--- config.mk ---
export PLATFORM = sky130hd
export DESIGN_NAME = wireless_buzzer_lockout_node
export DESIGN_NICKNAME = d
export VERILOG_FILES = /design/src/wbl_pkg.sv /design/src/wbl_intake.sv /design/src/wbl_fsm.sv /design/src/wireless_buzzer_lockout_node.sv
export VERILOG_INCLUDE_DIRS = /design/src /design/src/src
export SDC_FILE = /design/constraint.sdc
export NUM_CORES = 1
export LEC_CHECK = 0
export BUFFER_PORTS_ARGS = -buffer_cell sky130_fd_sc_hd__clkbuf_2
export CAP_MARGIN = 30
export CELL_PAD_IN_SITES_DETAIL_PLACEMENT = 1
export CELL_PAD_IN_SITES_GLOBAL_PLACEMENT = 1
export CORE_MARGIN = 3
export CORE_UTILIZATION = 44
export CTS_BUF_LIST = sky130_fd_sc_hd__clkbuf_16
export DETAILED_ROUTE_END_ITERATION = 7
export HOLD_SLACK_MARGIN = 0.15
export PLACE_DENSITY_LB_ADDON = 0.1
export SYNTH_ARGS = -nofsm -noshare
export SYNTH_HDL_FRONTEND = slang
export SYNTH_HIERARCHICAL = 1
export SYNTH_SLANG_ARGS = --single-unit
export TNS_END_PERCENT = 30
--- constraint.sdc ---
create_clock -name clk -period 8.9 [get_ports clk]
set_input_delay 1.78 -clock clk [delete_from_list [all_inputs] [get_ports clk]]
set_output_delay 1.78 -clock clk [all_outputs]
set_load 0.02 [all_outputs]
--- src/wireless_buzzer_lockout_node_macros.svh ---
// Assertion macros shared by the RTL. They expect clk and arst_n in scope.
`ifndef WIRELESS_BUZZER_LOCKOUT_NODE_MACROS_SVH
`define WIRELESS_BUZZER_LOCKOUT_NODE_MACROS_SVH

// Same-cycle implication, checked outside reset.
`define WBL_ASSERT_NOW(label, ante, cons, msg) \
	label: assert property (@(posedge clk) disable iff (!arst_n) (ante) |-> (cons)) \
		else $error(msg);

// Next-cycle implication, checked outside reset.
`define WBL_ASSERT_NEXT(label, ante, cons, msg) \
	label: assert property (@(posedge clk) disable iff (!arst_n) (ante) |=> (cons)) \
		else $error(msg);

`endif

--- src/wbl_pkg.sv ---
package wbl_pkg;

	// Packet format
	localparam logic [7:0] CMD_ANNOUNCE = 8'h41;
	localparam logic [7:0] CMD_CLAIM    = 8'h43;
	localparam logic [7:0] PKT_LEN      = 8'd7;

	// Timing constants (ms)
	localparam logic [31:0] GUARD_MS      = 32'd250;
	localparam logic [7:0]  BACKOFF_MIN   = 8'd20;
	localparam logic [15:0] LOCKOUT_RESET = 16'd2000;

	// Node state codes as seen on node_state
	localparam logic [1:0] NODE_READY  = 2'd0;
	localparam logic [1:0] NODE_ARMING = 2'd1;
	localparam logic [1:0] NODE_ACTIVE = 2'd2;
	localparam logic [1:0] NODE_LOCKED = 2'd3;

	// Configuration register indexes
	localparam logic [1:0] CFG_IS_MASTER  = 2'd0;
	localparam logic [1:0] CFG_LOCK_LEN   = 2'd1;
	localparam logic [1:0] CFG_OWN_SERIAL = 2'd2;

	typedef struct packed {
		logic        is_master;
		logic [15:0] lock_len;
		logic [31:0] own_serial;
	} cfg_t;

	// Contents of the input register, with the state-independent sums done
	typedef struct packed {
		logic [31:0] now_ms;
		logic        button;
		logic        free_tx;
		logic        lock;       // well-formed packet with the expected command
		logic        own_src;    // packet source is this node
		logic [31:0] rx_source;
		logic [15:0] rx_time_left;
		logic [31:0] next_at;    // now + backoff, before the guard check
		logic [31:0] unlock_rx;  // now + received time
		logic [31:0] unlock_btn; // now + local lock length
	} item_t;

	// Random byte mod 60 (master) or mod 120 (slave), by compare and subtract
	function automatic logic [6:0] backoff_mod(input logic [7:0] rnd, input logic master);
		logic [7:0] r;
		begin
			if (master) begin
				priority if (rnd >= 8'd240) r = rnd - 8'd240;
				else if (rnd >= 8'd180) r = rnd - 8'd180;
				else if (rnd >= 8'd120) r = rnd - 8'd120;
				else if (rnd >= 8'd60)  r = rnd - 8'd60;
				else                    r = rnd;
			end else begin
				priority if (rnd >= 8'd240) r = rnd - 8'd240;
				else if (rnd >= 8'd120) r = rnd - 8'd120;
				else                    r = rnd;
			end
			backoff_mod = r[6:0];
		end
	endfunction

endpackage

--- src/wbl_intake.sv ---
module wbl_intake import wbl_pkg::*; (
	input  logic        clk,
	input  logic        arst_n,
	input  cfg_t        cfg,
	input  logic        in_valid,
	output logic        in_stall,
	input  logic [31:0] now_ms,
	input  logic        button_pressed,
	input  logic [7:0]  random_value,
	input  logic        tx_free,
	input  logic        rx_valid,
	input  logic [7:0]  rx_length,
	input  logic [7:0]  rx_command,
	input  logic [31:0] rx_source,
	input  logic [15:0] rx_time_left,
	input  logic        hold,
	output logic        item_valid,
	output item_t       item
);

	logic        valid_s1;
	item_t       item_s1;
	item_t       item_d;
	logic [7:0]  backoff;
	logic [7:0]  want_cmd;

	// Input register stays full while the result register is blocked
	assign in_stall = valid_s1 & hold;

	// State-independent precompute
	always_comb begin
		want_cmd = cfg.is_master ? CMD_CLAIM : CMD_ANNOUNCE;
		backoff  = {1'b0, backoff_mod(random_value, cfg.is_master)} + BACKOFF_MIN;
		item_d.now_ms       = now_ms;
		item_d.button       = button_pressed;
		item_d.free_tx      = tx_free;
		item_d.lock         = rx_valid & (rx_length == PKT_LEN) & (rx_command == want_cmd);
		item_d.own_src      = (rx_source == cfg.own_serial);
		item_d.rx_source    = rx_source;
		item_d.rx_time_left = rx_time_left;
		item_d.next_at      = now_ms + {24'd0, backoff};
		item_d.unlock_rx    = now_ms + {16'd0, rx_time_left};
		item_d.unlock_btn   = now_ms + {16'd0, cfg.lock_len};
	end

	always_ff @(posedge clk or negedge arst_n) begin
		if (!arst_n) begin
			valid_s1 <= 1'b0;
		end else if (!in_stall) begin
			valid_s1 <= in_valid;
		end
	end

	always_ff @(posedge clk) begin
		if (in_valid && !in_stall) begin
			item_s1 <= item_d;
		end
	end

	assign item_valid = valid_s1;
	assign item       = item_s1;

endmodule

--- src/wbl_fsm.sv ---
module wbl_fsm import wbl_pkg::*; (
	input  logic        clk,
	input  logic        arst_n,
	input  cfg_t        cfg,
	input  logic        item_valid,
	input  item_t       item,
	output logic        hold,
	output logic        out_valid,
	input  logic        out_stall,
	output logic [1:0]  node_state,
	output logic        send_valid,
	output logic        send_announce,
	output logic [31:0] send_id,
	output logic [15:0] send_time_left
);

	typedef enum logic [1:0] {
		MODE_READY  = NODE_READY,
		MODE_ARMING = NODE_ARMING,
		MODE_ACTIVE = NODE_ACTIVE,
		MODE_LOCKED = NODE_LOCKED
	} mode_t;

	mode_t       mode_q, mode_n;
	logic [31:0] unlock_q, unlock_n;
	logic [31:0] resend_q, resend_n;
	logic [31:0] winner_q, winner_n;
	logic        was_down_q;
	logic        out_valid_q;
	logic [1:0]  state_q;
	logic        snd_q, snd_n;
	logic        ann_q, ann_n;
	logic [31:0] id_q, id_n;
	logic [15:0] tl_q, tl_n;

	logic        advance;
	logic        rdy_lock;
	logic        rdy_press;
	logic [31:0] unlock_sel;
	logic [31:0] guard_at;
	logic [31:0] next_res;
	logic [31:0] remaining;
	logic        timed_out;
	logic        resend_due;

	assign hold    = out_valid_q & out_stall;
	assign advance = item_valid & ~hold;

	// Shared terms; the guard uses the unlock time this tick is setting
	always_comb begin
		rdy_lock   = item.lock & ~item.own_src;
		rdy_press  = item.button & ~was_down_q;
		priority if (mode_q == MODE_READY && rdy_lock)  unlock_sel = item.unlock_rx;
		else if (mode_q == MODE_READY && rdy_press)     unlock_sel = item.unlock_btn;
		else                                            unlock_sel = unlock_q;
		guard_at   = unlock_sel - GUARD_MS;
		next_res   = (item.next_at > guard_at) ? 32'hFFFF_FFFF : item.next_at;
		remaining  = unlock_q - item.now_ms;
		timed_out  = item.now_ms > unlock_q;
		resend_due = item.now_ms > resend_q;
	end

	// Next state and packet
	always_comb begin
		mode_n   = mode_q;
		unlock_n = unlock_q;
		resend_n = resend_q;
		winner_n = winner_q;
		snd_n    = 1'b0;
		ann_n    = 1'b0;
		id_n     = 32'd0;
		tl_n     = 16'd0;
		unique case (mode_q)
			MODE_READY: begin
				if (rdy_lock) begin
					unlock_n = item.unlock_rx;
					mode_n   = MODE_LOCKED;
					if (cfg.is_master) begin
						winner_n = item.rx_source;
						if (item.free_tx) begin
							snd_n    = 1'b1;
							ann_n    = 1'b1;
							id_n     = item.rx_source;
							tl_n     = item.rx_time_left;
							resend_n = next_res;
						end else begin
							resend_n = item.now_ms;
						end
					end
				end else if (rdy_press) begin
					unlock_n = item.unlock_btn;
					if (cfg.is_master) begin
						mode_n   = MODE_ACTIVE;
						winner_n = cfg.own_serial;
					end else begin
						mode_n = MODE_ARMING;
					end
					if (item.free_tx) begin
						snd_n    = 1'b1;
						ann_n    = cfg.is_master;
						id_n     = cfg.own_serial;
						tl_n     = cfg.lock_len;
						resend_n = next_res;
					end else begin
						resend_n = item.now_ms;
					end
				end
			end
			MODE_ARMING: begin
				if (timed_out) begin
					mode_n = MODE_READY;
				end else if (item.lock) begin
					if (item.own_src) begin
						mode_n = MODE_ACTIVE;
					end else begin
						mode_n   = MODE_LOCKED;
						unlock_n = item.unlock_rx;
					end
				end else if (resend_due) begin
					// claim resend moves on even when the transmitter is busy
					if (item.free_tx) begin
						snd_n = 1'b1;
						id_n  = cfg.own_serial;
						tl_n  = remaining[15:0];
					end
					resend_n = next_res;
				end
			end
			MODE_ACTIVE, MODE_LOCKED: begin
				if (timed_out) begin
					mode_n = MODE_READY;
				end else if (cfg.is_master && resend_due) begin
					if (item.free_tx) begin
						snd_n    = 1'b1;
						ann_n    = 1'b1;
						id_n     = winner_q;
						tl_n     = remaining[15:0];
						resend_n = next_res;
					end else begin
						resend_n = item.now_ms;
					end
				end
			end
			default: mode_n = MODE_READY;
		endcase
	end

	// Node state and result register
	always_ff @(posedge clk or negedge arst_n) begin
		if (!arst_n) begin
			mode_q      <= MODE_READY;
			unlock_q    <= 32'd0;
			resend_q    <= 32'd0;
			winner_q    <= 32'd0;
			was_down_q  <= 1'b0;
			out_valid_q <= 1'b0;
		end else begin
			if (advance) begin
				mode_q     <= mode_n;
				unlock_q   <= unlock_n;
				resend_q   <= resend_n;
				winner_q   <= winner_n;
				was_down_q <= item.button;
			end
			if (!hold) begin
				out_valid_q <= item_valid;
			end
		end
	end

	always_ff @(posedge clk) begin
		if (advance) begin
			state_q <= mode_n;
			snd_q   <= snd_n;
			ann_q   <= ann_n;
			id_q    <= id_n;
			tl_q    <= tl_n;
		end
	end

	assign out_valid      = out_valid_q;
	assign node_state     = state_q;
	assign send_valid     = snd_q;
	assign send_announce  = ann_q;
	assign send_id        = id_q;
	assign send_time_left = tl_q;

endmodule

--- src/wireless_buzzer_lockout_node.sv ---
// Quiz-buzzer lockout node. Each input transaction is one service tick (time, button level,
// random byte, transmitter-free flag, optional received packet); each tick yields exactly one
// result transaction with the new node state and an optional claim or announce packet. A tick
// is accepted every clock cycle while in_stall is low; it goes into the input register, then takes
// one pass through the state logic into the result register, which drives the outputs. Throughput
// is set by that single state-update pass, which reads the state the previous tick left.
// Configuration writes take effect on the next cycle and should only be made while no tick is in
// flight.
`include "wireless_buzzer_lockout_node_macros.svh"

module wireless_buzzer_lockout_node import wbl_pkg::*; (
	input  logic        clk,
	input  logic        arst_n,
	// configuration
	input  logic        cfg_wr_en,
	input  logic [1:0]  cfg_index,
	input  logic [31:0] cfg_wdata,
	// tick input
	input  logic        in_valid,
	output logic        in_stall,
	input  logic [31:0] now_ms,
	input  logic        button_pressed,
	input  logic [7:0]  random_value,
	input  logic        tx_free,
	input  logic        rx_valid,
	input  logic [7:0]  rx_length,
	input  logic [7:0]  rx_command,
	input  logic [31:0] rx_source,
	input  logic [15:0] rx_time_left,
	// result output
	output logic        out_valid,
	input  logic        out_stall,
	output logic [1:0]  node_state,
	output logic        send_valid,
	output logic        send_announce,
	output logic [31:0] send_id,
	output logic [15:0] send_time_left
);

	cfg_t  cfg_q;
	logic  hold;
	logic  item_valid;
	item_t item;

	// Configuration registers
	always_ff @(posedge clk or negedge arst_n) begin
		if (!arst_n) begin
			cfg_q.is_master  <= 1'b0;
			cfg_q.lock_len   <= LOCKOUT_RESET;
			cfg_q.own_serial <= 32'd0;
		end else if (cfg_wr_en) begin
			unique case (cfg_index)
				CFG_IS_MASTER:  cfg_q.is_master  <= cfg_wdata[0];
				CFG_LOCK_LEN:   cfg_q.lock_len   <= cfg_wdata[15:0];
				CFG_OWN_SERIAL: cfg_q.own_serial <= cfg_wdata;
				default: ;
			endcase
		end
	end

	wbl_intake u_intake (
		.clk            (clk),
		.arst_n         (arst_n),
		.cfg            (cfg_q),
		.in_valid       (in_valid),
		.in_stall       (in_stall),
		.now_ms         (now_ms),
		.button_pressed (button_pressed),
		.random_value   (random_value),
		.tx_free        (tx_free),
		.rx_valid       (rx_valid),
		.rx_length      (rx_length),
		.rx_command     (rx_command),
		.rx_source      (rx_source),
		.rx_time_left   (rx_time_left),
		.hold           (hold),
		.item_valid     (item_valid),
		.item           (item)
	);

	wbl_fsm u_fsm (
		.clk            (clk),
		.arst_n         (arst_n),
		.cfg            (cfg_q),
		.item_valid     (item_valid),
		.item           (item),
		.hold           (hold),
		.out_valid      (out_valid),
		.out_stall      (out_stall),
		.node_state     (node_state),
		.send_valid     (send_valid),
		.send_announce  (send_announce),
		.send_id        (send_id),
		.send_time_left (send_time_left)
	);

	// Checks
	`WBL_ASSERT_NOW(a_stall_only_when_full, in_stall, item_valid && out_valid && out_stall, "input stalled while pipeline can move")
	`WBL_ASSERT_NEXT(a_result_has_source, !out_valid && !item_valid, !out_valid, "result without a tick")
	`WBL_ASSERT_NOW(a_ready_sends_nothing, out_valid && node_state == NODE_READY, !send_valid, "packet sent while ready")
	`WBL_ASSERT_NOW(a_arming_claims_only, out_valid && node_state == NODE_ARMING && send_valid, !send_announce, "announce sent while arming")

endmodule
==> results.md <==
* Outcome: finished clean
* Gr ovfl total at 0
* FF+latch count, synth at 382
* Iteration-0 DRC Markers at 1,219
* Unrepaired setup endpoints after global routing: no
* Post-synth EDFFs at 232
* Final Hold Viols at 0
* Pre-CTS setup slack at 2.28 ns
* Synth Net Count at 2,489
* Pre-antenna DRT Iters at 5
* Ys async rst share at 39.3%
* Crit Path Max Fanout at 46
* Gate Count Post-Synth at 2,173
* Avg Vias per Cell at 6.02
* PostCTS Resize Cnt at 0
* Ys Warns at 6
* Core Util, Final at 51.0%
* Cell Rows at 83
* Worst Hold Class: reg -> reg
* Critical Path End: u_fsm/resend_q[29]
* Die W at 236 um
* Seq/Total Area, Yosys at 46.0%
* Launching point of the worst reg2reg path: u_fsm/mode_q[0]
* CP startpoint: u_fsm/mode_q[0]
* Worst-Margin Slew at 1.05 ns
* Unique masters post-synth at 96
* IO buf count at 199
* Terminus of the critical flop-to-flop path: u_fsm/resend_q[29]
* Count leader, synth: edfxtp_1
* Setup TNS at 0 ns
* Wirelength, routed at 80,000 um
* Worst VDD drop at 0.148 mV
* Fmax at 146 MHz
* Nature of the critical path endpoint: flip-flop
* Post-Syn Area per Cell at 10.7 sq um
* Largest net degree at the start of global routing at 77
* Commonest cells in the netlist: edfxtp_1, nand2_1, ha_1, dfrtp_1
* Clk_lat worst skew at 0.59 ns
* DIE HEIGHT at 236 um
* H-tree depth at 2
* Clock transition at path regs at 0.06 ns
* Synth Flop Type: edfxtp_1
* # IOs at 200
* Slew HR at 29.4%
* Vias at 18,400
* GRT Util Overall at 27.9%
* P_leak at 0.0112 uW
* # Post-CTS Setup Buffers at 0
* CP startpoint kind: flip-flop
* TritonCTS buffer count at 46
* CTS tree: built
* CTS Buffer Depth at 3
* Total core area at 0.0519 sq mm
* Worst endpoint required time at 9.31 ns
* CP arrival at 7.25 ns
* Clock Sinks at 382
* Layout cells sized above 1 at 16.6%
* Synth-to-Final Area Change at 13.5%
* Initial antenna violation count at 3
* Final setup margin at 2.06 ns
* Nets at 2,656
* Crit path time final at 6.84 ns
* DRC viols at 0
* R2r setup slk at 2.06 ns
* PwrDens at 275 mW/mm^2
* Synth area leader: edfxtp_1
* R2R depth at 17
* Die Area at 0.0558 sq mm
* Max-slew violation count at 0
* Largest cells by area after synthesis: edfxtp_1, dfrtp_1, ha_1
* Post-route ant nets at 0
* Global-route wire length before repair at 120,000 um
* Worst setup path class: reg -> reg
* Setup violators final at 0
* Final HPWL DP at 57,900 um
* DR WL/cell at 26.1 um
* Max Cap Viol at 0
* Final Skew at 0.0177 ns
* Tcrit/Tclk final at 76.9%
* GPL Wtd Cong at 0.905
* Initial Util at 44.9%
* Number of global-route vias before repair at 19,100
* CTS Hold Buffers Added at 0
* CTS Root Cell: clkbuf_16
* Mapped Area at 0.0233 sq mm
* Share of the synthesized area in the top cell type at 29.9%
-- worst min path at each step --
stage / slack, ns / from / depth (start not counted) / end
after floorplan: 0.44 / u_intake/item_valid / 1 / u_fsm/out_valid
after global placement: 0.46 / u_intake/item_valid / 1 / u_fsm/out_valid
after detailed placement: 0.47 / u_fsm/winner_q[19] / 2 / u_fsm/winner_q[19]
after CTS: 0.48 / u_intake/item_valid / 1 / u_fsm/out_valid
after global routing: 0.51 / u_intake/item_valid / 1 / u_fsm/out_valid
final: 0.48 / u_fsm/winner_q[22] / 2 / u_fsm/winner_q[22]
-- kinds of logic (layout without fill, tap and decap cells) --
kind of cell	count (synthesis)	in the layout	synth area share [%]
other	0	4	0
and+or+nand+nor	503	503	10.8
xor gates and xnor gates	171	171	6.45
buffers and inverters	217	421	3.86
muxes	163	163	7.83
adders and majority gates	170	170	9.25
DFF	382	382	46.0
AOI/OAI and AO/OA	567	567	15.8
-- worst max-delay path, stage by stage (launching register included) --
cell and delay [ns]:
dfrtp_1 0.55, nor4b_4 0.64, buf_4 0.61, mux2_2 0.40, mux2i_1 0.27, nand3b_1 0.14
nor2b_1 0.82, or4b_4 0.57, xnor2_2 0.14, mux2i_1 0.14, ha_1 0.27, nand4_1 0.13
nor2_1 0.08, a221o_1 0.33, o31ai_1 0.25, o311ai_0 0.17, o21ba_2 0.89, a2bb2oi_1 0.21
-- layer usage --
metal  track usage, %  wire [um]  vias to the layer above
li1                 -          -                     8382
met1             36.8      34500                     9437
met2             48.4      39900                      481
met3             3.17       3440                      116
met4             8.39       2160                        0
met5                0          0                        -
-- where the power goes --
part / leakage, uW / total, uW / internal (uW) / switching (uW)
clock network: 0.000780 / 1880 / 1100 / 781
registers: 0.00400 / 2660 / 2290 / 367
logic: 0.00640 / 2730 / 1060 / 1670
-- final cells by class --
class,count,area [sq um]
repair buffers,224,1230
clock inverters,38,309
flip-flops and latches,382,10700
fillers,5665,25400
well taps,680,851
clock buffers,47,1180
multi-input cells,1574,11800
inverters,112,420
diodes,4,10.0
-- sequential cells by signal (all words and copies together) (netlist names), 16 cells and up --
signal                cells
u_fsm/resend_q           32
u_fsm/send_id            32
u_fsm/send_time_left     16
cfg_q                    49
u_intake/item           180
u_fsm/winner_q           32
u_fsm/unlock_q           32
-- layout by cell type, fill, tap and decap left out, drive strengths merged, types with 9 or more instances in the layout --
master,count
a31oi,11
nor4,19
mux2i,110
a21oi,135
o21bai,11
nor3,19
dfrtp,144
o21ai,142
inv,125
and2,11
nand2b,13
a2bb2oi,33
nand3,40
nor2,91
o22ai,48
clkinv,20
nand4,35
buf,26
clkbuf,245
or3,9
edfxtp,232
mux2,53
xor2,83
o21a,11
and3,20
nand2,195
a211oi,11
a22oi,81
ha,166
nor2b,14
a21o,18
o211ai,15
xnor2,88
-- stage by stage --
step | instances | instance area (sq um) | hold slack [ns] | power, uW
2_1_floorplan | 2173 | 23300 | 0.441 | 4440
3_3_place_gp | 2968 | 24900 | 0.457 | 5240
3_5_place_dp | 2969 | 24900 | 0.470 | 5360
4_1_cts | 3054 | 26400 | 0.482 | 7260
5_1_grt | 3059 | 26500 | 0.508 | 7700
6_report | 3061 | 26500 | 0.479 | 7270
(Power assumes the default switching activity.)
